[src/hw/rtl/nbfc_pkg.sv]
`default_nettype none
package nbfc_pkg;

  localparam int MAX_CLS   = 16;
  localparam int NUM_FEAT  = 11;
  localparam int TAB_CLS   = 9;
  localparam int CLS_W     = 4;
  localparam int COST_W    = 16;
  localparam int WEIGHT_W  = 17;
  localparam int SUM_W     = 21;
  localparam int QUOT_W    = 17;

  // feature bit positions
  localparam int F_ZERO    = 0;
  localparam int F_KPTR    = 1;
  localparam int F_LOWENT  = 2;
  localparam int F_HIGHENT = 3;
  localparam int F_SMALL   = 4;
  localparam int F_SPARSE  = 5;
  localparam int F_POOLTAG = 6;
  localparam int F_SYMBOL  = 7;
  localparam int F_LIST    = 8;
  localparam int F_UNICODE = 9;
  localparam int F_ASCII   = 10;

  localparam logic [CLS_W-1:0] CLS_UNKNOWN = 4'd0;
  localparam logic [CLS_W-1:0] IDX_ASCII   = 4'd4;

  typedef struct packed {
    logic [63:0] raw_value;
    logic [15:0] bytes_remaining;
    logic        pool_tag_valid;
    logic        symbol_resolves;
    logic        list_entry_found;
    logic        unicode_string_found;
    logic [11:0] ascii_run_len;
  } nbfc_in_t;

  typedef struct packed {
    logic [3:0]  field_class;
    logic [15:0] confidence;
    logic [12:0] field_size;
    logic        is_kernel_pointer;
    logic [63:0] stripped_pointer;
  } nbfc_out_t;

  // word side info carried along the scoring pipeline
  typedef struct packed {
    logic        short_buf;
    logic        kptr;
    logic [63:0] strip;
    logic [11:0] run;
    logic        ascii_feat;
    logic [2:0]  remain_lo;
  } nbfc_tag_t;

  // word handed from scoring to the back end
  typedef struct packed {
    nbfc_tag_t            tag;
    logic [CLS_W-1:0]     best;
    logic [SUM_W-1:0]     sum;
  } nbfc_mid_t;

  typedef struct packed {
    logic full;
    logic empty;
  } nbfc_qstat_t;

  localparam int PRIOR_TAB [0:TAB_CLS-1] = '{200, 50, 50, 300, 50, 50, 50, 100, 150};
  localparam int SIZE_TAB  [0:TAB_CLS-1] = '{8, 16, 16, 8, 8, 4, 8, 4, 4};

  localparam int P_TAB [0:TAB_CLS-1][0:NUM_FEAT-1] = '{
    '{950, 10, 900, 10, 50, 10, 10, 1, 1, 1, 10},
    '{1, 990, 100, 800, 1, 100, 1, 800, 990, 1, 10},
    '{1, 50, 100, 500, 100, 100, 10, 10, 1, 990, 10},
    '{1, 990, 100, 800, 1, 100, 10, 800, 1, 1, 10},
    '{1, 10, 100, 500, 10, 100, 10, 1, 1, 1, 990},
    '{1, 10, 100, 500, 10, 100, 990, 1, 1, 1, 950},
    '{1, 10, 800, 10, 600, 100, 10, 1, 1, 1, 10},
    '{50, 10, 800, 100, 200, 900, 10, 1, 1, 1, 10},
    '{10, 10, 500, 500, 500, 500, 10, 1, 1, 1, 10}
  };

  // 2^(-k/16) in Q16
  localparam logic [WEIGHT_W-1:0] EXP_TAB [0:16] = '{
    17'd65536, 17'd62757, 17'd60097, 17'd57549, 17'd55109, 17'd52773,
    17'd50535, 17'd48393, 17'd46341, 17'd44376, 17'd42495, 17'd40693,
    17'd38968, 17'd37316, 17'd35734, 17'd34219, 17'd32768
  };

  function automatic logic [11:0] cost_of(int pm);
    logic [11:0] c;
    case (pm)
      1:       c = 12'd2551;
      10:      c = 12'd1701;
      50:      c = 12'd1106;
      100:     c = 12'd850;
      150:     c = 12'd701;
      200:     c = 12'd594;
      300:     c = 12'd445;
      400:     c = 12'd338;
      500:     c = 12'd256;
      600:     c = 12'd189;
      800:     c = 12'd82;
      900:     c = 12'd39;
      950:     c = 12'd19;
      990:     c = 12'd4;
      999:     c = 12'd0;
      1000:    c = 12'd0;
      default: c = 12'd4095;
    endcase
    return c;
  endfunction

  function automatic int cls_p(int c, int f);
    return (c < TAB_CLS) ? P_TAB[c][f] : 0;
  endfunction

  function automatic logic [11:0] prior_cost(int c);
    return cost_of((c < TAB_CLS) ? PRIOR_TAB[c] : 0);
  endfunction

  function automatic logic [12:0] cls_size(int c);
    return (c < TAB_CLS) ? 13'(SIZE_TAB[c]) : 13'd0;
  endfunction

endpackage
`default_nettype wire

[src/hw/rtl/nbfc_queue.sv]
`default_nettype none
module nbfc_queue import nbfc_pkg::*; (
  input  wire logic        clk,
  input  wire logic        rst_n,
  input  wire logic        push,
  input  wire nbfc_mid_t   push_word,
  input  wire logic        pop,
  output nbfc_mid_t        head,
  output nbfc_qstat_t      stat
);

  localparam int DEPTH = 4;
  localparam int PTR_W = $clog2(DEPTH);
  localparam int CNT_W = $clog2(DEPTH + 1);

  nbfc_mid_t         mem_r [0:DEPTH-1];
  logic [PTR_W-1:0]  wr_r, wr_nxt;
  logic [PTR_W-1:0]  rd_r, rd_nxt;
  logic [CNT_W-1:0]  count_r, count_nxt;

  always_comb begin
    wr_nxt    = push ? PTR_W'(wr_r + 1'b1) : wr_r;
    rd_nxt    = pop ? PTR_W'(rd_r + 1'b1) : rd_r;
    count_nxt = count_r + CNT_W'(push) - CNT_W'(pop);
  end

  always_ff @(posedge clk) begin
    if (!rst_n) begin
      wr_r    <= '0;
      rd_r    <= '0;
      count_r <= '0;
    end else begin
      wr_r    <= wr_nxt;
      rd_r    <= rd_nxt;
      count_r <= count_nxt;
    end
    if (push) mem_r[wr_r] <= push_word;
  end

  assign head       = mem_r[rd_r];
  assign stat.full  = (count_r == CNT_W'(DEPTH));
  assign stat.empty = (count_r == '0);

`ifndef SYNTH
  a_no_overflow: assert property (@(posedge clk) disable iff (!rst_n)
    push |-> (count_r != CNT_W'(DEPTH)) || pop)
    else $error("word pushed into full queue");
  a_no_underflow: assert property (@(posedge clk) disable iff (!rst_n)
    pop |-> (count_r != '0))
    else $error("word popped from empty queue");
  a_count_track: assert property (@(posedge clk) disable iff (!rst_n)
    $past(rst_n) |-> count_r == CNT_W'($past(count_r) + CNT_W'($past(push))
                                       - CNT_W'($past(pop))))
    else $error("queue count out of step with pushes and pops");
`endif

endmodule
`default_nettype wire

[config.mk]
export PLATFORM = sky130hd
export DESIGN_NAME = nbfc_queue
export DESIGN_NICKNAME = d
export VERILOG_FILES = /design/src/hw/rtl/nbfc_pkg.sv /design/src/hw/rtl/nbfc_queue.sv
export SDC_FILE = /design/constraint.sdc
export NUM_CORES = 1
export LEC_CHECK = 0
export ABC_AREA = 1
export BUFFER_PORTS_ARGS = -buffer_cell sky130_fd_sc_hd__buf_2
export CAP_MARGIN = 20
export CORE_UTILIZATION = 58
export CTS_CLUSTER_DIAMETER = 50
export CTS_CLUSTER_SIZE = 8
export DETAILED_ROUTE_END_ITERATION = 7
export GPL_TIMING_DRIVEN = 0
export PLACE_DENSITY = 0.85
export SLEW_MARGIN = 30
export SYNTH_ARGS = -nofsm -noshare
export SYNTH_HDL_FRONTEND = slang
export SYNTH_SLANG_ARGS = --single-unit
[constraint.sdc]
create_clock -name clk -period 8.85 [get_ports clk]
set_clock_uncertainty 0.15 [all_clocks]
set_input_delay 0 -clock clk [delete_from_list [all_inputs] [get_ports clk]]
set_output_delay 0 -clock clk [all_outputs]
set_load 0.05 [all_outputs]
==> flow_summary.ini <==
[run_status]
status = completed

[sta]
hold-worst-slack_ns = 0.0406
setup_viol = 0
tightest_slew_ns = 0.612
hold_viol_final = 0
maxSlewHeadroom_pct = 59.2
period_share_pct = 25.4
slew_violations = 0
fmax_ghz = 0.445
rsz0062_at_grt = no
finalCriticalPeriod_ns = 2.25
fin_setup_tns_ns = 0

[clocking]
path_clk_slew_ns = 0.05
tritoncts = yes
numClockSinks = 437
clockBufferDepth = 3
ctsResizeCount = 0
cts_buffers = 61
htreeDepth = 2
root_buffer = clkbuf_16
clk_latency_ns = 0.56

[final_layout]
final_cell_mix = edfxtp_1 (428), buf_2 (235), inv_1 (225)
diodes = 0
seq_area_sq_um = 13000
final_cells = 2107
multi_input_area_sq_um = 2960
final_common_cell = edfxtp_1
drive_gt1_share_pct = 22.4
nets = 1819
fillCellCount = 1671
syn_to_final_growth_pct = 25.6

[critical_path]
crit_required_ns = 8.70
start_kind = register
crit_type = reg2out
critPathCaptureType = output port
worstPathMaxFanout = 10
cp_data_arrival_time_ns = 2.10

[synthesis]
synth_top_family_by_area = compound AO/OA/AOI/OAI gates
syn-num-nets = 1422
netlist_area_sq_um = 17600
synth_area_per_cell_sq_um = 13.5
synth_top_area_share_pct = 73.2
synth_mux_area_share_pct = 0
synthCells = 1304
yosys.area_share.simple_pct = 4.89
post_synth_num_cell_types = 21
synth-compound-area-share_pct = 11.4
ys_seq_area_share_pct = 74.2
synth-xor-area-share_pct = 0
yosys.area.top_type = edfxtp_1
synth_seq_cells = 437
synthAdderAreaFrac_pct = 0.541
yosysWarnings = 0
synthTopCellsByArea = edfxtp_1 (73%), inv_1 (4.9%), nand2_1 (4.8%)

[grt]
antenna_found_initial = 0
grtUsageTotal_pct = 27.2
grt_pass1_wl_um = 63900
overflow = 0
grt_pass1_vias = 12200
grt_max_degree = 59

[routing]
first_iter_violations = 945
drt_pre_antenna_iters = 5
wl_per_cell_um = 20.0
vias_per_cell = 5.58
antenna_left = 0
vias = 11800
wirelength_um = 42100
route.detailed.drc = 0

[pwr]
peakVddDrop_mv = 0.215
power_density_nw_per_um2 = 236
p_leak_nw = 8.78
p_total_w = 0.00521

[run]
maxCapViolations = 0

[floorplanning]
core.rowCount = 63
fp.dieH_um = 176
die_x_um = 176
start_util_pct = 59.1
core_area_sq_um = 29700
dieArea_sq_um = 31000
ios = 220

[placement]
portBuffers = 219
gp_congestion = 0.762
place_inst = 1917
dp_hpwl_um = 23200

[min_path]
hold_class = in2reg
[worst max-delay path, stage by stage (launching register included)]
cell and delay [ns]:
dfxtp_1 0.32, buf_6 0.14, clkbuf_1 0.48, o211ai_1 0.20, nand2_1 0.10, buf_2 0.29
[sequential cells by signal, summed over array words and instances, names as in the netlist, named ones only]
signal / flops
wr_r: 2
mem_r: 428
rd_r: 2
count_r: 3
[power by group]
part | switching, W | total, W | internal, W
registers | 0.0000238 | 0.00240 | 0.00237
clock network | 0.000777 | 0.00204 | 0.00127
logic | 0.000559 | 0.000771 | 0.000211
[per-layer routing]
metal / global-route usage, % / routed length, um
met1: 33.3 / 15300
met2: 48.1 / 22200
met3: 4.89 / 3390
met4: 10.0 / 1180
met5: 0 / 0
[cells by family after synthesis]
logic type	Yosys count
DFF	437
buffers and inverters	301
AOI/OAI and AO/OA	331
and+or+nand+nor	228
adders and majority gates	7
[repair_timing]
item / CTS / global route
hold buffers: 111 / 0
endpoints found under the hold margin: 530 / 0
buffers inserted: 0 / 0
[metrics by stage]
| step | util (%) | area (sq um) | worst slack [ns] |
|---|---|---|---|
| global placement | 64.4 | 19100 | 4.04 |
| global route | 74.2 | 22100 | 6.45 |
| floorplan | - | 17600 | 5.59 |
| detailed placement | 64.9 | 19300 | 6.87 |
| CTS | 74.2 | 22100 | 6.60 |
| finish | 74.2 | 22100 | 6.60 |
[worst paths after layout]
check                                          start                      to  slack [ns]  cells past startpoint
worst min-delay path                   push_word[13]  mem_r[1][13]$_DFFE_PP_        0.04                      2
worst max register to register  wr_r[0]$_SDFFE_PN0P_  mem_r[2][49]$_DFFE_PP_        6.73                      5
worst max-delay path                        register               head[106]        6.60                      5
worst min register to register  rd_r[1]$_SDFFE_PN0P_    rd_r[1]$_SDFFE_PN0P_        0.33                      2
[cell usage after synthesis]
master	instances
fa_1	1
o21ai_1	94
edfxtp_1	428
nand3_1	1
buf_6	29
inv_1	229
nor2_1	2
a21oi_2	23
o21ai_0	17
buf_2	16
clkbuf_1	2
clkbuf_2	9
buf_8	9
nand2_1	224
buf_12	3
dfxtp_1	9
ha_1	6
a21oi_1	90
o211ai_1	107
nor3_1	1
clkbuf_8	4
[area by class of cell]
type	instances	area share, %
Clock buffer	75	7.25
Multi-Input combinational cell	566	13.4
Tap cell	390	2.21
Inverter	229	4.03
Buffer	72	3.22
Sequential cell	437	59.1
Clock inverter	4	0.261
Timing Repair Buffer	334	10.5
No activity file was read; power rests on OpenSTA's default activity.
