### src/hw/rtl/nbfc_pkg.sv
`default_nettype none
package nbfc_pkg;

  localparam int MAX_CLS   = 16;
  localparam int NUM_FEAT  = 11;
  localparam int TAB_CLS   = 9;
  localparam int CLS_W     = 4;
  localparam int COST_W    = 16;
  localparam int WEIGHT_W  = 17;
  localparam int SUM_W     = 21;
  localparam int QUOT_W    = 17;

  // feature bit positions
  localparam int F_ZERO    = 0;
  localparam int F_KPTR    = 1;
  localparam int F_LOWENT  = 2;
  localparam int F_HIGHENT = 3;
  localparam int F_SMALL   = 4;
  localparam int F_SPARSE  = 5;
  localparam int F_POOLTAG = 6;
  localparam int F_SYMBOL  = 7;
  localparam int F_LIST    = 8;
  localparam int F_UNICODE = 9;
  localparam int F_ASCII   = 10;

  localparam logic [CLS_W-1:0] CLS_UNKNOWN = 4'd0;
  localparam logic [CLS_W-1:0] IDX_ASCII   = 4'd4;

  typedef struct packed {
    logic [63:0] raw_value;
    logic [15:0] bytes_remaining;
    logic        pool_tag_valid;
    logic        symbol_resolves;
    logic        list_entry_found;
    logic        unicode_string_found;
    logic [11:0] ascii_run_len;
  } nbfc_in_t;

  typedef struct packed {
    logic [3:0]  field_class;
    logic [15:0] confidence;
    logic [12:0] field_size;
    logic        is_kernel_pointer;
    logic [63:0] stripped_pointer;
  } nbfc_out_t;

  // word side info carried along the scoring pipeline
  typedef struct packed {
    logic        short_buf;
    logic        kptr;
    logic [63:0] strip;
    logic [11:0] run;
    logic        ascii_feat;
    logic [2:0]  remain_lo;
  } nbfc_tag_t;

  // word handed from scoring to the back end
  typedef struct packed {
    nbfc_tag_t            tag;
    logic [CLS_W-1:0]     best;
    logic [SUM_W-1:0]     sum;
  } nbfc_mid_t;

  typedef struct packed {
    logic full;
    logic empty;
  } nbfc_qstat_t;

  localparam int PRIOR_TAB [0:TAB_CLS-1] = '{200, 50, 50, 300, 50, 50, 50, 100, 150};
  localparam int SIZE_TAB  [0:TAB_CLS-1] = '{8, 16, 16, 8, 8, 4, 8, 4, 4};

  localparam int P_TAB [0:TAB_CLS-1][0:NUM_FEAT-1] = '{
    '{950, 10, 900, 10, 50, 10, 10, 1, 1, 1, 10},
    '{1, 990, 100, 800, 1, 100, 1, 800, 990, 1, 10},
    '{1, 50, 100, 500, 100, 100, 10, 10, 1, 990, 10},
    '{1, 990, 100, 800, 1, 100, 10, 800, 1, 1, 10},
    '{1, 10, 100, 500, 10, 100, 10, 1, 1, 1, 990},
    '{1, 10, 100, 500, 10, 100, 990, 1, 1, 1, 950},
    '{1, 10, 800, 10, 600, 100, 10, 1, 1, 1, 10},
    '{50, 10, 800, 100, 200, 900, 10, 1, 1, 1, 10},
    '{10, 10, 500, 500, 500, 500, 10, 1, 1, 1, 10}
  };

  // 2^(-k/16) in Q16
  localparam logic [WEIGHT_W-1:0] EXP_TAB [0:16] = '{
    17'd65536, 17'd62757, 17'd60097, 17'd57549, 17'd55109, 17'd52773,
    17'd50535, 17'd48393, 17'd46341, 17'd44376, 17'd42495, 17'd40693,
    17'd38968, 17'd37316, 17'd35734, 17'd34219, 17'd32768
  };

  function automatic logic [11:0] cost_of(int pm);
    logic [11:0] c;
    case (pm)
      1:       c = 12'd2551;
      10:      c = 12'd1701;
      50:      c = 12'd1106;
      100:     c = 12'd850;
      150:     c = 12'd701;
      200:     c = 12'd594;
      300:     c = 12'd445;
      400:     c = 12'd338;
      500:     c = 12'd256;
      600:     c = 12'd189;
      800:     c = 12'd82;
      900:     c = 12'd39;
      950:     c = 12'd19;
      990:     c = 12'd4;
      999:     c = 12'd0;
      1000:    c = 12'd0;
      default: c = 12'd4095;
    endcase
    return c;
  endfunction

  function automatic int cls_p(int c, int f);
    return (c < TAB_CLS) ? P_TAB[c][f] : 0;
  endfunction

  function automatic logic [11:0] prior_cost(int c);
    return cost_of((c < TAB_CLS) ? PRIOR_TAB[c] : 0);
  endfunction

  function automatic logic [12:0] cls_size(int c);
    return (c < TAB_CLS) ? 13'(SIZE_TAB[c]) : 13'd0;
  endfunction

endpackage
`default_nettype wire

### src/hw/rtl/nbfc_back.sv
`default_nettype none
module nbfc_back import nbfc_pkg::*; (
  input  wire logic       clk,
  input  wire logic       rst_n,
  input  wire nbfc_mid_t  head,
  input  wire nbfc_qstat_t stat,
  output logic            pop,
  output logic            out_valid,
  output nbfc_out_t       out_data
);

  localparam int STEPS = QUOT_W;
  localparam int REM_W = 33;
  localparam int TRY_W = SUM_W + STEPS;

  logic              dv_v   [0:STEPS];
  logic [REM_W-1:0]  dv_rem [0:STEPS];
  logic [QUOT_W-1:0] dv_q   [0:STEPS];
  nbfc_mid_t         dv_m   [0:STEPS];

  // back end never stalls, so the head is taken whenever present
  assign pop       = !stat.empty;
  assign dv_v[0]   = pop;
  assign dv_rem[0] = 33'h1_0000_0000;
  assign dv_q[0]   = '0;
  assign dv_m[0]   = head;

  // restoring division of 2^32 by the weight sum, one quotient bit a stage
  for (genvar s = 0; s < STEPS; s++) begin : g_div
    localparam int K = STEPS - 1 - s;
    logic [TRY_W-1:0] trial;
    logic             ge;
    always_comb begin
      trial = TRY_W'(dv_m[s].sum) << K;
      ge    = ({(TRY_W - REM_W)'(0), dv_rem[s]} >= trial);
    end
    always_ff @(posedge clk) begin
      if (!rst_n) begin
        dv_v[s+1] <= 1'b0;
      end else begin
        dv_v[s+1] <= dv_v[s];
      end
      dv_rem[s+1] <= ge ? REM_W'(dv_rem[s] - trial[REM_W-1:0]) : dv_rem[s];
      dv_q[s+1]   <= dv_q[s] | (ge ? (QUOT_W'(1) << K) : '0);
      dv_m[s+1]   <= dv_m[s];
    end
  end

  logic      out_valid_r;
  nbfc_out_t out_r;
  nbfc_out_t out_nxt;

  always_comb begin
    nbfc_mid_t m;
    m = dv_m[STEPS];
    if (m.tag.short_buf) begin
      out_nxt.field_class       = CLS_UNKNOWN;
      out_nxt.confidence        = '0;
      out_nxt.field_size        = {10'h0, m.tag.remain_lo};
      out_nxt.is_kernel_pointer = 1'b0;
      out_nxt.stripped_pointer  = '0;
    end else begin
      out_nxt.field_class       = CLS_W'(m.best + 1'b1);
      out_nxt.confidence        = dv_q[STEPS][16] ? 16'hFFFF : dv_q[STEPS][15:0];
      out_nxt.field_size        = cls_size(int'(m.best));
      if (m.tag.ascii_feat && (m.best == IDX_ASCII)) begin
        out_nxt.field_size = 13'({1'b0, m.tag.run} + 13'd7) & ~13'd7;
      end
      out_nxt.is_kernel_pointer = m.tag.kptr;
      out_nxt.stripped_pointer  = m.tag.strip;
    end
  end

  always_ff @(posedge clk) begin
    if (!rst_n) begin
      out_valid_r <= 1'b0;
    end else begin
      out_valid_r <= dv_v[STEPS];
    end
    out_r <= out_nxt;
  end

  assign out_valid = out_valid_r;
  assign out_data  = out_r;

endmodule
`default_nettype wire

### config.mk
export PLATFORM = sky130hd
export DESIGN_NAME = nbfc_back
export DESIGN_NICKNAME = d
export VERILOG_FILES = /design/src/hw/rtl/nbfc_pkg.sv /design/src/hw/rtl/nbfc_back.sv
export SDC_FILE = /design/constraint.sdc
export NUM_CORES = 2
export LEC_CHECK = 0
export ABC_AREA = 1
export BUFFER_PORTS_ARGS = -buffer_cell sky130_fd_sc_hd__buf_2
export CORE_ASPECT_RATIO = 0.7
export CORE_MARGIN = 2
export CORE_UTILIZATION = 55
export CTS_CLUSTER_SIZE = 16
export DETAILED_ROUTE_END_ITERATION = 10
export GPL_ROUTABILITY_DRIVEN = 0
export PLACE_DENSITY_LB_ADDON = 0.25
export SYNTH_ARGS = -nofsm -noshare
export SYNTH_HDL_FRONTEND = slang
export SYNTH_SLANG_ARGS = --single-unit
### constraint.sdc
create_clock -name clk -period 2.4 [get_ports clk]
set_input_delay 0.36 -clock clk [delete_from_list [all_inputs] [get_ports clk]]
set_output_delay 0.36 -clock clk [all_outputs]
set_load 0.01 [all_outputs]
==> run metrics <==
outcome=finished, final reports clean; CP startpoint kind=flip-flop; global-route wire length before repair=286 mm; CP cell instances=inv_1 > ha_1 > nand2_1 > nor2_1 > nand2_1 > o21bai_1 > nand2_1 > nand2_1 > nand2_2 > clkinvlp_4 > nand2_1 > nand2_1; wl on met1=83.7 mm; nets=10175; num ports=211; vias in the first global route=54994; Final setup viols=0; starting density of the core=0.556; total chip power=0.117 W; fraction of registers with async set/reset=0; Clock Tree Root=clkbuf_16; Synth Net Count=9642; Power Density=1250 nW/µm²; Primary FF master, synth=dfxtp_1; Mapped Cells=9183; reg2reg path depth=12; Core Area=146000 µm²; CP required=3.10 ns; Inserted Clock Buffers=205; P_leak=47.0 nW; Cell Int Power=0.0765 W; Critical Path Slowest Stage Cell=ha_1; mean routed wirelength per cell=15.4 µm; Max Slew Vio Count=0; placed inst area=84800 µm²; Critical Path Max Stage Delay=0.38 ns; Area growth syn-to-layout=15.0%; Max Root-Sink Buffers=3; RSZ-0062 raised after global routing=yes; Die ar.=151000 µm²; Final Instance Area=93300 µm²; Hold Path Stages=2; worst min-delay path class=input port to flip-flop; Mapped Area=81100 µm²; Ys Warns=0; # H-tree levels=4; Fin. Hold Viols=0; Gate power share=0.285; DRC Markers=0; top fanout value on the critical path=11; routed wl met2=73.4 mm; Total GRT Usage=0.238; layout cell share with drive strength beyond 1=0.0785; EDFF count, synth=0; max_cap viols=0; switching share of power=0.344; antenna violations before repair=11; CP Class=flip-flop to flip-flop; Unique masters post-synth=49; num rows=117; post-DR vias/cell=4.91; Antenna Nets Post-Route=0; Reg2Reg Setup Slack=0.08 ns; worst endpoint data arrival time=3.01 ns; Final min period=2.32 ns; Iteration-0 DRC Markers=6282; Fmax=431 MHz; final wirelength=182 mm; Initial DRT Pass Iterations=10; Clock power frac=0.293; DR WL met3=19.3 mm; maximum number of pins on one net before global-route repair=34; Slew HR=0.245; cell taking the most area after synthesis=dfxtp_1; P_sw=0.0402 W; crit path capture type=flip-flop; reg2reg start=dv_m[1297]$_DFF_P_; Worst R2R End=dv_rem[386]$_DFF_P_; clock latency on the worst-skew pair=0.84 ns; CTS tree=yes; post-route clock period utilization=0.966; synth top area cells=dfxtp_1 (61%), nand2_1 (13%), inv_1 (6.9%); Sink Count=2459; Hold Crit Endpoint=dv_m[1761]$_DFF_P_; Worst-path clk slew=0.07 ns; Seq/Total Area, Yosys=0.607; setup TNS=0 ns; Final Skew=0.0561 ns; top-area cell type share of the netlist area=0.607; Top Layer Used=met5; Mean Syn Cell Area=8.83 µm²; synthesized flop and latch total=2459; Die Wd=463 µm; DPL Wire Length=133 mm; routed vias=58201; sequential power share=0.422; PortBufs=209; worst-margin pin slew=1.13 ns; hold path start=head[49]; Worst path most repeated cell=nand2_1; Die H=325 µm; peak supply drop=0.862 mV; remaining global-route overflow=0
[final cells by class]
class | count | area, µm²
inverter | 1502 | 5680
multi-input combinational | 5147 | 25900
tap | 1963 | 2460
timing repair buffer | 400 | 2890
clock buffer | 283 | 5860
antenna | 10 | 25.0
timing repair inverter | 1 | 7.51
clock inverter | 89 | 1260
sequential | 2459 | 49200
fill | 11499 | 52700
[flip-flops by register name, indices dropped and copies added, names as in the netlist]
signal and cells:
dv_m 1798, dv_v 17, out_valid 1, dv_rem 392, out_data 98, dv_q 153
[cell usage after synthesis, types with 23 or more instances]
cell,n
a21oi_1,228
a21oi_2,39
buf_2,23
dfxtp_1,2459
ha_1,333
inv_1,1489
nand2_1,2811
nand3_1,449
nand3b_1,95
nand4_1,78
nor2_1,601
nor3_1,65
o21ai_0,85
o21ai_1,27
o21bai_1,25
xnor2_1,58
xor2_1,125
[metrics by stage]
| stage | worst slack (ns) | utilization | cells | hold WS (ns) |
|---|---|---|---|---|
| 6_report | 0.0820 | 0.639 | 11854 | 0.142 |
| 3_3_place_gp | 0.0401 | 0.581 | 11358 | 0.309 |
| 3_5_place_dp | 0.0938 | 0.581 | 11358 | 0.312 |
| 2_1_floorplan | 0.450 | - | 9183 | 0.310 |
| 4_1_cts | 0.0521 | 0.638 | 11840 | 0.0722 |
| 5_1_grt | -0.00497 | 0.639 | 11847 | 0.102 |
[power groups by stage]
| stage | registers, W | clock network, W | logic [W] |
|---|---|---|---|
| after floorplan | 0.0485 | 0 | 0.0234 |
| after global placement | 0.0499 | 0 | 0.0308 |
| after detailed placement | 0.0499 | 0 | 0.0315 |
| after CTS | 0.0491 | 0.0349 | 0.0318 |
| after global routing | 0.0496 | 0.0367 | 0.0370 |
| final | 0.0492 | 0.0342 | 0.0332 |
[worst max-delay path: cells and delay by family (launching register included)]
family	cells	cell delay, ns
and+or+nand+nor	8	1.01
adders and majority gates	1	0.38
DFF	1	0.32
buffers and inverters	2	0.31
AOI/OAI and AO/OA	1	0.19
[layout by cell type (no fill, tap or decap), types with 10 or more instances in the layout]
cell           instances
clkbuf_1              35
xor2_1               125
diode_2               10
buf_4                 69
bufinv_16             16
a21oi_2               41
dfxtp_1             2455
nor3_1                64
inv_6                 11
buf_12                10
nand3b_1              95
fa_1                  14
nor2_1               587
ha_1                 329
nand3_1              447
or2_2                 13
inv_1               1488
o21bai_1              25
buf_2                209
dlygate4sd3_1        110
o21ai_1               31
xnor2_1               58
clkinv_16             10
nor2_2                31
nand2_1             2809
nand4_1               78
clkbuf_8              42
o21ai_0               81
a21oi_1              226
nand2_2               12
clkinvlp_4            14
clkinv_2              26
clkbuf_16            206
clkinv_4              10
and2_1                21
[repair_timing]
item / CTS / global route
endpoints found under the setup margin: 0 / 202
gates resized for setup: 0 / 58
buffers inserted: 0 / 3
endpoints found under the hold margin: 143 / 0
hold buffers: 110 / 0
[cell families after synthesis]
logic type / share of synthesized area
buffers and inverters: 0.0760
and+or+nand+nor: 0.213
DFF: 0.607
adders and majority gates: 0.0551
xor gates and xnor gates: 0.0198
AOI/OAI and AO/OA: 0.0289
[layer usage]
metal,vias to the layer above,track usage
li1,29005,-
met1,26166,0.341
met2,2610,0.345
met3,410,0.0631
met4,10,0.0810
met5,-,0
[how the worst max path moves through the flow]
| stage | start | slack (ns) | cells past startpoint | endpoint |
|---|---|---|---|---|
| CTS | dv_m[1289]$_DFF_P_ | 0.05 | 13 | dv_rem[386]$_DFF_P_ |
| detailed placement | dv_m[1070]$_DFF_P_ | 0.09 | 11 | dv_rem[308]$_DFF_P_ |
| global placement | dv_m[1289]$_DFF_P_ | 0.04 | 13 | dv_rem[386]$_DFF_P_ |
| finish | dv_m[1297]$_DFF_P_ | 0.08 | 12 | dv_rem[386]$_DFF_P_ |
| floorplan | dv_m[642]$_DFF_P_ | 0.45 | 13 | dv_rem[190]$_DFF_P_ |
| global route | dv_m[1400]$_DFF_P_ | -0.005 | 12 | dv_rem[421]$_DFF_P_ |
Note: power is estimated with default switching activity, not from simulation.
