**config.mk**
```make
export PLATFORM = sky130hd
export DESIGN_NAME = nbfc_front
export DESIGN_NICKNAME = d
export VERILOG_FILES = /design/src/hw/rtl/nbfc_pkg.sv /design/src/hw/rtl/nbfc_front.sv
export SDC_FILE = /design/constraint.sdc
export NUM_CORES = 2
export LEC_CHECK = 0
export BUFFER_PORTS_ARGS = -buffer_cell sky130_fd_sc_hd__buf_4
export CORE_UTILIZATION = 70
export DETAILED_ROUTE_END_ITERATION = 10
export GPL_TIMING_DRIVEN = 0
export PLACE_DENSITY = 0.95
export SETUP_SLACK_MARGIN = 0.2
export SLEW_MARGIN = 30
export SYNTH_ARGS = -nofsm -noshare
export SYNTH_HDL_FRONTEND = slang
export SYNTH_SLANG_ARGS = --single-unit
```
**constraint.sdc**
```tcl
create_clock -name clk -period 26.5 [get_ports clk]
set_input_delay 7.95 -clock clk [delete_from_list [all_inputs] [get_ports clk]]
set_output_delay 7.95 -clock clk [all_outputs]
set_load 0.05 [all_outputs]
```
**src/hw/rtl/nbfc_pkg.sv**
```systemverilog
`default_nettype none
package nbfc_pkg;

  localparam int MAX_CLS   = 16;
  localparam int NUM_FEAT  = 11;
  localparam int TAB_CLS   = 9;
  localparam int CLS_W     = 4;
  localparam int COST_W    = 16;
  localparam int WEIGHT_W  = 17;
  localparam int SUM_W     = 21;
  localparam int QUOT_W    = 17;

  // feature bit positions
  localparam int F_ZERO    = 0;
  localparam int F_KPTR    = 1;
  localparam int F_LOWENT  = 2;
  localparam int F_HIGHENT = 3;
  localparam int F_SMALL   = 4;
  localparam int F_SPARSE  = 5;
  localparam int F_POOLTAG = 6;
  localparam int F_SYMBOL  = 7;
  localparam int F_LIST    = 8;
  localparam int F_UNICODE = 9;
  localparam int F_ASCII   = 10;

  localparam logic [CLS_W-1:0] CLS_UNKNOWN = 4'd0;
  localparam logic [CLS_W-1:0] IDX_ASCII   = 4'd4;

  typedef struct packed {
    logic [63:0] raw_value;
    logic [15:0] bytes_remaining;
    logic        pool_tag_valid;
    logic        symbol_resolves;
    logic        list_entry_found;
    logic        unicode_string_found;
    logic [11:0] ascii_run_len;
  } nbfc_in_t;

  typedef struct packed {
    logic [3:0]  field_class;
    logic [15:0] confidence;
    logic [12:0] field_size;
    logic        is_kernel_pointer;
    logic [63:0] stripped_pointer;
  } nbfc_out_t;

  // word side info carried along the scoring pipeline
  typedef struct packed {
    logic        short_buf;
    logic        kptr;
    logic [63:0] strip;
    logic [11:0] run;
    logic        ascii_feat;
    logic [2:0]  remain_lo;
  } nbfc_tag_t;

  // word handed from scoring to the back end
  typedef struct packed {
    nbfc_tag_t            tag;
    logic [CLS_W-1:0]     best;
    logic [SUM_W-1:0]     sum;
  } nbfc_mid_t;

  typedef struct packed {
    logic full;
    logic empty;
  } nbfc_qstat_t;

  localparam int PRIOR_TAB [0:TAB_CLS-1] = '{200, 50, 50, 300, 50, 50, 50, 100, 150};
  localparam int SIZE_TAB  [0:TAB_CLS-1] = '{8, 16, 16, 8, 8, 4, 8, 4, 4};

  localparam int P_TAB [0:TAB_CLS-1][0:NUM_FEAT-1] = '{
    '{950, 10, 900, 10, 50, 10, 10, 1, 1, 1, 10},
    '{1, 990, 100, 800, 1, 100, 1, 800, 990, 1, 10},
    '{1, 50, 100, 500, 100, 100, 10, 10, 1, 990, 10},
    '{1, 990, 100, 800, 1, 100, 10, 800, 1, 1, 10},
    '{1, 10, 100, 500, 10, 100, 10, 1, 1, 1, 990},
    '{1, 10, 100, 500, 10, 100, 990, 1, 1, 1, 950},
    '{1, 10, 800, 10, 600, 100, 10, 1, 1, 1, 10},
    '{50, 10, 800, 100, 200, 900, 10, 1, 1, 1, 10},
    '{10, 10, 500, 500, 500, 500, 10, 1, 1, 1, 10}
  };

  // 2^(-k/16) in Q16
  localparam logic [WEIGHT_W-1:0] EXP_TAB [0:16] = '{
    17'd65536, 17'd62757, 17'd60097, 17'd57549, 17'd55109, 17'd52773,
    17'd50535, 17'd48393, 17'd46341, 17'd44376, 17'd42495, 17'd40693,
    17'd38968, 17'd37316, 17'd35734, 17'd34219, 17'd32768
  };

  function automatic logic [11:0] cost_of(int pm);
    logic [11:0] c;
    case (pm)
      1:       c = 12'd2551;
      10:      c = 12'd1701;
      50:      c = 12'd1106;
      100:     c = 12'd850;
      150:     c = 12'd701;
      200:     c = 12'd594;
      300:     c = 12'd445;
      400:     c = 12'd338;
      500:     c = 12'd256;
      600:     c = 12'd189;
      800:     c = 12'd82;
      900:     c = 12'd39;
      950:     c = 12'd19;
      990:     c = 12'd4;
      999:     c = 12'd0;
      1000:    c = 12'd0;
      default: c = 12'd4095;
    endcase
    return c;
  endfunction

  function automatic int cls_p(int c, int f);
    return (c < TAB_CLS) ? P_TAB[c][f] : 0;
  endfunction

  function automatic logic [11:0] prior_cost(int c);
    return cost_of((c < TAB_CLS) ? PRIOR_TAB[c] : 0);
  endfunction

  function automatic logic [12:0] cls_size(int c);
    return (c < TAB_CLS) ? 13'(SIZE_TAB[c]) : 13'd0;
  endfunction

endpackage
`default_nettype wire

```
**src/hw/rtl/nbfc_front.sv**
```systemverilog
`default_nettype none
module nbfc_front import nbfc_pkg::*; #(
  parameter int CLASS_COUNT = 9
) (
  input  wire logic      clk,
  input  wire logic      rst_n,
  input  wire logic      acc,
  input  wire nbfc_in_t  in_word,
  input  wire logic      en,
  output logic           push,
  output nbfc_mid_t      push_word
);

  typedef struct packed {
    logic [COST_W-1:0] cost;
    logic [CLS_W-1:0]  idx;
  } cand_t;

  function automatic cand_t pick(cand_t a, cand_t b);
    return (b.cost < a.cost) ? b : a;
  endfunction

  function automatic logic [WEIGHT_W-1:0] weight_of(logic [COST_W-1:0] d);
    logic [7:0]          q;
    logic [3:0]          hi;
    logic [3:0]          lo;
    logic [WEIGHT_W-1:0] a;
    logic [WEIGHT_W-1:0] b;
    logic [11:0]         df;
    logic [16:0]         prod;
    logic [WEIGHT_W-1:0] v;
    q    = d[15:8];
    hi   = d[7:4];
    lo   = d[3:0];
    a    = EXP_TAB[hi];
    b    = EXP_TAB[5'({1'b0, hi} + 5'd1)];
    df   = 12'(a - b);
    prod = 17'(df * lo) + 17'd8;
    v    = a - 17'(prod >> 4);
    return (q > 8'd16) ? '0 : (v >> q[4:0]);
  endfunction

  // stage 1: features
  logic                v1_r;
  logic [NUM_FEAT-1:0] feat1_r;
  nbfc_tag_t           tag1_r;

  logic [NUM_FEAT-1:0] feat_nxt;
  nbfc_tag_t           tag_nxt;

  always_comb begin
    logic [63:0] raw;
    logic [15:0] remain;
    logic [11:0] run;
    logic [63:0] strip;
    logic        kptr;
    logic        small_int;
    logic        lowent;
    logic [3:0]  distinct;
    logic [6:0]  pop;
    logic [3:0]  cnt;
    logic        first;
    raw    = in_word.raw_value;
    remain = in_word.bytes_remaining;
    strip  = raw[55] ? (raw | {16'hFFFF, 48'h0}) : raw;
    kptr   = (strip[63:48] == 16'hFFFF) && (strip != '1);
    run    = ({4'h0, in_word.ascii_run_len} > remain) ? remain[11:0] : in_word.ascii_run_len;
    small_int = (raw != 64'h0) && (raw[63:16] == 48'h0);
    lowent   = 1'b0;
    distinct = '0;
    for (int i = 0; i < 8; i++) begin
      cnt   = '0;
      first = 1'b1;
      for (int j = 0; j < 8; j++) begin
        if (raw[8*j +: 8] == raw[8*i +: 8]) begin
          cnt = cnt + 4'd1;
          if (j < i) first = 1'b0;
        end
      end
      if (cnt >= 4'd7) lowent = 1'b1;
      if (first) distinct = distinct + 4'd1;
    end
    pop = '0;
    for (int k = 0; k < 64; k++) pop = pop + 7'(raw[k]);
    feat_nxt[F_ZERO]    = (raw == 64'h0);
    feat_nxt[F_KPTR]    = kptr;
    feat_nxt[F_LOWENT]  = lowent;
    feat_nxt[F_HIGHENT] = (distinct >= 4'd7);
    feat_nxt[F_SMALL]   = small_int;
    feat_nxt[F_SPARSE]  = (pop >= 7'd1) && (pop <= 7'd12) && !small_int;
    feat_nxt[F_POOLTAG] = in_word.pool_tag_valid;
    feat_nxt[F_SYMBOL]  = kptr && in_word.symbol_resolves;
    feat_nxt[F_LIST]    = kptr && in_word.list_entry_found && (remain >= 16'd16);
    feat_nxt[F_UNICODE] = in_word.unicode_string_found && (remain >= 16'd16);
    feat_nxt[F_ASCII]   = (run >= 12'd4);
    tag_nxt.short_buf   = (remain < 16'd8);
    tag_nxt.kptr        = kptr;
    tag_nxt.strip       = strip;
    tag_nxt.run         = run;
    tag_nxt.ascii_feat  = feat_nxt[F_ASCII];
    tag_nxt.remain_lo   = remain[2:0];
  end

  always_ff @(posedge clk) begin
    if (!rst_n) begin
      v1_r <= 1'b0;
    end else if (en) begin
      v1_r <= acc;
    end
    if (en) begin
      feat1_r <= feat_nxt;
      tag1_r  <= tag_nxt;
    end
  end

  // stage 2: class costs, unused classes never win
  logic              v2_r;
  nbfc_tag_t         tag2_r;
  logic [COST_W-1:0] cost2_r [0:MAX_CLS-1];
  logic [COST_W-1:0] cost_nxt [0:MAX_CLS-1];

  always_comb begin
    for (int c = 0; c < MAX_CLS; c++) begin
      cost_nxt[c] = 16'(prior_cost(c));
      for (int f = 0; f < NUM_FEAT; f++) begin
        cost_nxt[c] = cost_nxt[c] + 16'(feat1_r[f] ? cost_of(cls_p(c, f))
                                                   : cost_of(1000 - cls_p(c, f)));
      end
      if (c >= CLASS_COUNT) cost_nxt[c] = '1;
    end
  end

  always_ff @(posedge clk) begin
    if (!rst_n) begin
      v2_r <= 1'b0;
    end else if (en) begin
      v2_r <= v1_r;
    end
    if (en) begin
      tag2_r  <= tag1_r;
      cost2_r <= cost_nxt;
    end
  end

  // stage 3: minimum over groups of four
  logic              v3_r;
  nbfc_tag_t         tag3_r;
  logic [COST_W-1:0] cost3_r [0:MAX_CLS-1];
  cand_t             grp3_r [0:3];
  cand_t             grp_nxt [0:3];

  always_comb begin
    cand_t c0, c1, c2, c3;
    for (int g = 0; g < 4; g++) begin
      c0 = '{cost: cost2_r[4*g],   idx: CLS_W'(4*g)};
      c1 = '{cost: cost2_r[4*g+1], idx: CLS_W'(4*g+1)};
      c2 = '{cost: cost2_r[4*g+2], idx: CLS_W'(4*g+2)};
      c3 = '{cost: cost2_r[4*g+3], idx: CLS_W'(4*g+3)};
      grp_nxt[g] = pick(pick(c0, c1), pick(c2, c3));
    end
  end

  always_ff @(posedge clk) begin
    if (!rst_n) begin
      v3_r <= 1'b0;
    end else if (en) begin
      v3_r <= v2_r;
    end
    if (en) begin
      tag3_r  <= tag2_r;
      cost3_r <= cost2_r;
      grp3_r  <= grp_nxt;
    end
  end

  // stage 4: overall minimum, earliest class on a tie
  logic              v4_r;
  nbfc_tag_t         tag4_r;
  logic [COST_W-1:0] cost4_r [0:MAX_CLS-1];
  cand_t             best4_r;

  always_ff @(posedge clk) begin
    if (!rst_n) begin
      v4_r <= 1'b0;
    end else if (en) begin
      v4_r <= v3_r;
    end
    if (en) begin
      tag4_r  <= tag3_r;
      cost4_r <= cost3_r;
      best4_r <= pick(pick(grp3_r[0], grp3_r[1]), pick(grp3_r[2], grp3_r[3]));
    end
  end

  // stage 5: relative weights
  logic                v5_r;
  nbfc_tag_t           tag5_r;
  logic [CLS_W-1:0]    best5_r;
  logic [WEIGHT_W-1:0] w5_r [0:MAX_CLS-1];
  logic [WEIGHT_W-1:0] w_nxt [0:MAX_CLS-1];

  always_comb begin
    for (int c = 0; c < MAX_CLS; c++) begin
      w_nxt[c] = (c < CLASS_COUNT) ? weight_of(cost4_r[c] - best4_r.cost) : '0;
    end
  end

  always_ff @(posedge clk) begin
    if (!rst_n) begin
      v5_r <= 1'b0;
    end else if (en) begin
      v5_r <= v4_r;
    end
    if (en) begin
      tag5_r  <= tag4_r;
      best5_r <= best4_r.idx;
      w5_r    <= w_nxt;
    end
  end

  // stage 6: partial sums of four
  logic             v6_r;
  nbfc_tag_t        tag6_r;
  logic [CLS_W-1:0] best6_r;
  logic [18:0]      ps6_r [0:3];
  logic [18:0]      ps_nxt [0:3];

  always_comb begin
    for (int g = 0; g < 4; g++) begin
      ps_nxt[g] = 19'(w5_r[4*g]) + 19'(w5_r[4*g+1]) + 19'(w5_r[4*g+2]) + 19'(w5_r[4*g+3]);
    end
  end

  always_ff @(posedge clk) begin
    if (!rst_n) begin
      v6_r <= 1'b0;
    end else if (en) begin
      v6_r <= v5_r;
    end
    if (en) begin
      tag6_r  <= tag5_r;
      best6_r <= best5_r;
      ps6_r   <= ps_nxt;
    end
  end

  // stage 7: total weight
  logic      v7_r;
  nbfc_mid_t mid7_r;

  always_ff @(posedge clk) begin
    if (!rst_n) begin
      v7_r <= 1'b0;
    end else if (en) begin
      v7_r <= v6_r;
    end
    if (en) begin
      mid7_r.tag  <= tag6_r;
      mid7_r.best <= best6_r;
      mid7_r.sum  <= 21'(ps6_r[0]) + 21'(ps6_r[1]) + 21'(ps6_r[2]) + 21'(ps6_r[3]);
    end
  end

  assign push      = v7_r && en;
  assign push_word = mid7_r;

endmodule
`default_nettype wire

```
==> run metrics <==
H-tree levels=4; CTS tree=yes; row count=around 150; CTS Buffer Depth=3; Core ar.=around 160,000 µm²; DR iter-0 viols=roughly 11,000; synthesized flop and latch total=1,310; later-pin clock latency in the skew report=approximately 0.8 ns; setup slack, reg-to-reg=approximately 11 ns; Setup Viol. Count Final=0; final max-slew violation count=0; R2R depth=47; antenna-violating nets left=0; Hold Path Cell Cnt=0; Period minus WS final=17.23 ns; Unique masters post-synth=about 110; I/O pin cnt=approximately 210; first-pass GRT wire length=roughly 500,000 µm; GRT overflow=0; final hold viol count=0; largest net degree at the start of global routing=between 150 and 200; initial antenna violation count=16; CP Launch Type=input pin; Post-synth ARST share=0%; Worst Tran Pin Value=1.13 ns; Synth top area share=approximately a third; Yosys top cell by area=edfxtp_1; Ys Warns=0; DRT Wirelength=335,000 µm; final RePlAce weighted congestion=1.01; Final Cycle Share=between 60% and 70%; vias post-DR=between 80,000 and 90,000; DP HPWL=between 200,000 and 250,000 µm; register area share after synthesis=between 30% and 40%; setup TNS=0 ns; DR DRC count=0; Worst R2R Start=best4_r[8]$_DFFE_PP_; Global Route Usage Sum=about 41%; worst reg2reg path endpoint=w5_r[239]$_SDFFCE_PP0P_; number of synthesized flops with an enable pin=~1,300; final worst slack=slightly above 9 ns; status=complete, no violations; Setup Fix Bufs, Post-CTS=0; Clock Tree Root=clkbuf_16; max_cap viols=0; Die ar.=161,000 µm²; most used flip-flop cell after synthesis=edfxtp_1; initial core utilization=70.5%; fmax=between 50 and 60 MHz; non-filler cells, final=13,300; RSZ-0062 raised after global routing=no; Worst-path clk slew=0.06 ns; Arr. time, crit path=9.28 ns; PortBufs=between 150 and 200; vias in the first global route=89,400; critical path type=input pin to primary output; most frequent cells in the layout=ha_1, edfxtp_1, inv_1; Hold Crit Class=flip-flop to flip-flop; Hold EP=tag3_r[0]$_DFFE_PP_; synthesized instance count=approximately 11,000; layout cells sized above 1=approximately 6.7%; most common cell after layout, fill and taps aside=ha_1; drt wl/cell=between 20 and 30 µm; Synth-to-Final Area Change=8.46%; nets@finish=approximately 13,000; Placed Cells=around 13,000; Die H=401 µm; CTS buffer count=between 100 and 150; Area contributors post-synth=edfxtp_1, ha_1, fa_1; vias per std cell=around 6.7; Clock Sinks=1,310; Hold Crit Start=tag2_r[0]$_DFFE_PP_; critical path endpoint category=primary output; hold buffer count at CTS=0; DRT Pass-1 Iters=9; die outline width=about 400 µm; Slew headroom=24.9%; DP Worst Slack=9.29 ns; clock skew=about 0.05 ns; Cell Area, Synth=~110,000 µm²; WP data required=18.55 ns; CTS-repair resized insts=0; crit-path max FO=97; syn avg cell area=about 10 µm²
worst max-delay path, cell delays in order:
cell and delay [ns]:
buf_16 0.35, clkbuf_1 0.46, and2_1 0.22, buf_4 0.21
stage by stage:
stage,area (µm²),hold WS [ns],util [%]
2_1_floorplan,111000,0.400,-
3_3_place_gp,116000,0.400,73.0
3_5_place_dp,116000,0.405,73.4
4_1_cts,121000,0.362,76.4
5_1_grt,121000,0.376,76.4
6_report,121000,0.374,76.4
synth_stat cells, drive strengths merged (79+ instances only):
| library cell | number |
|---|---|
| nand3 | 160 |
| edfxtp | 1303 |
| nand2 | 572 |
| nor3 | 188 |
| a211oi | 99 |
| inv | 986 |
| mux2i | 243 |
| mux2 | 79 |
| nor2 | 932 |
| buf | 100 |
| a21o | 196 |
| xnor2 | 553 |
| nand4 | 90 |
| nor2b | 137 |
| a21oi | 619 |
| xor2 | 327 |
| o21a | 110 |
| clkbuf | 255 |
| a31oi | 90 |
| fa | 577 |
| ha | 1386 |
| or2 | 95 |
| o21ai | 488 |
| nand2b | 138 |
final cells by class:
class / instances / area [µm²]
clock buffer: 154 / 3470
fill: 9875 / 37300
clock inverter: 95 / 1210
multi-input combinational: 8031 / 67100
tap: 2072 / 2590
buffer: 355 / 1440
sequential: 1310 / 39300
inverter: 993 / 3730
antenna: 11 / 27.5
timing repair buffer: 230 / 2070
per-layer routing:
| metal | vias to the layer above | track usage, % | wire, µm |
|---|---|---|---|
| met5 | - | 0.357 | 180 |
| met1 | 42500 | 51.1 | 122000 |
| li1 | 38800 | - | - |
| met2 | 6028 | 63.8 | 150000 |
| met4 | 16 | 24.0 | 23300 |
| met3 | 1841 | 11.0 | 39200 |
registers in the layout, indices dropped and copies added, names as in the netlist, 36 cells and up:
register,flops
tag3_r,82
cost4_r,141
push_word,107
tag2_r,82
tag4_r,82
tag5_r,82
grp3_r,36
w5_r,153
cost3_r,141
tag1_r,80
cost2_r,141
tag6_r,82
ps6_r,55
worst max path at each step:
stage | from | end | cells past startpoint
final | en | push | 4
after global routing | en | push | 4
after CTS | en | push | 4
after detailed placement | en | push | 4
after global placement | en | push | 4
after floorplan | en | push | 2
kinds of logic after synthesis:
group	after synthesis	synth area share (%)
muxes	330	3.14
adders and majority gates	1964	25.9
buffers and inverters	1348	4.64
AOI/OAI and AO/OA	2216	12.8
other	2	0.00674
DFF	1310	35.2
and+or+nand+nor	2624	11.1
xor gates and xnor gates	890	7.14
Power is not shown: default switching activity piles up to over one toggle a cycle in this logic, so the estimate is an artifact.
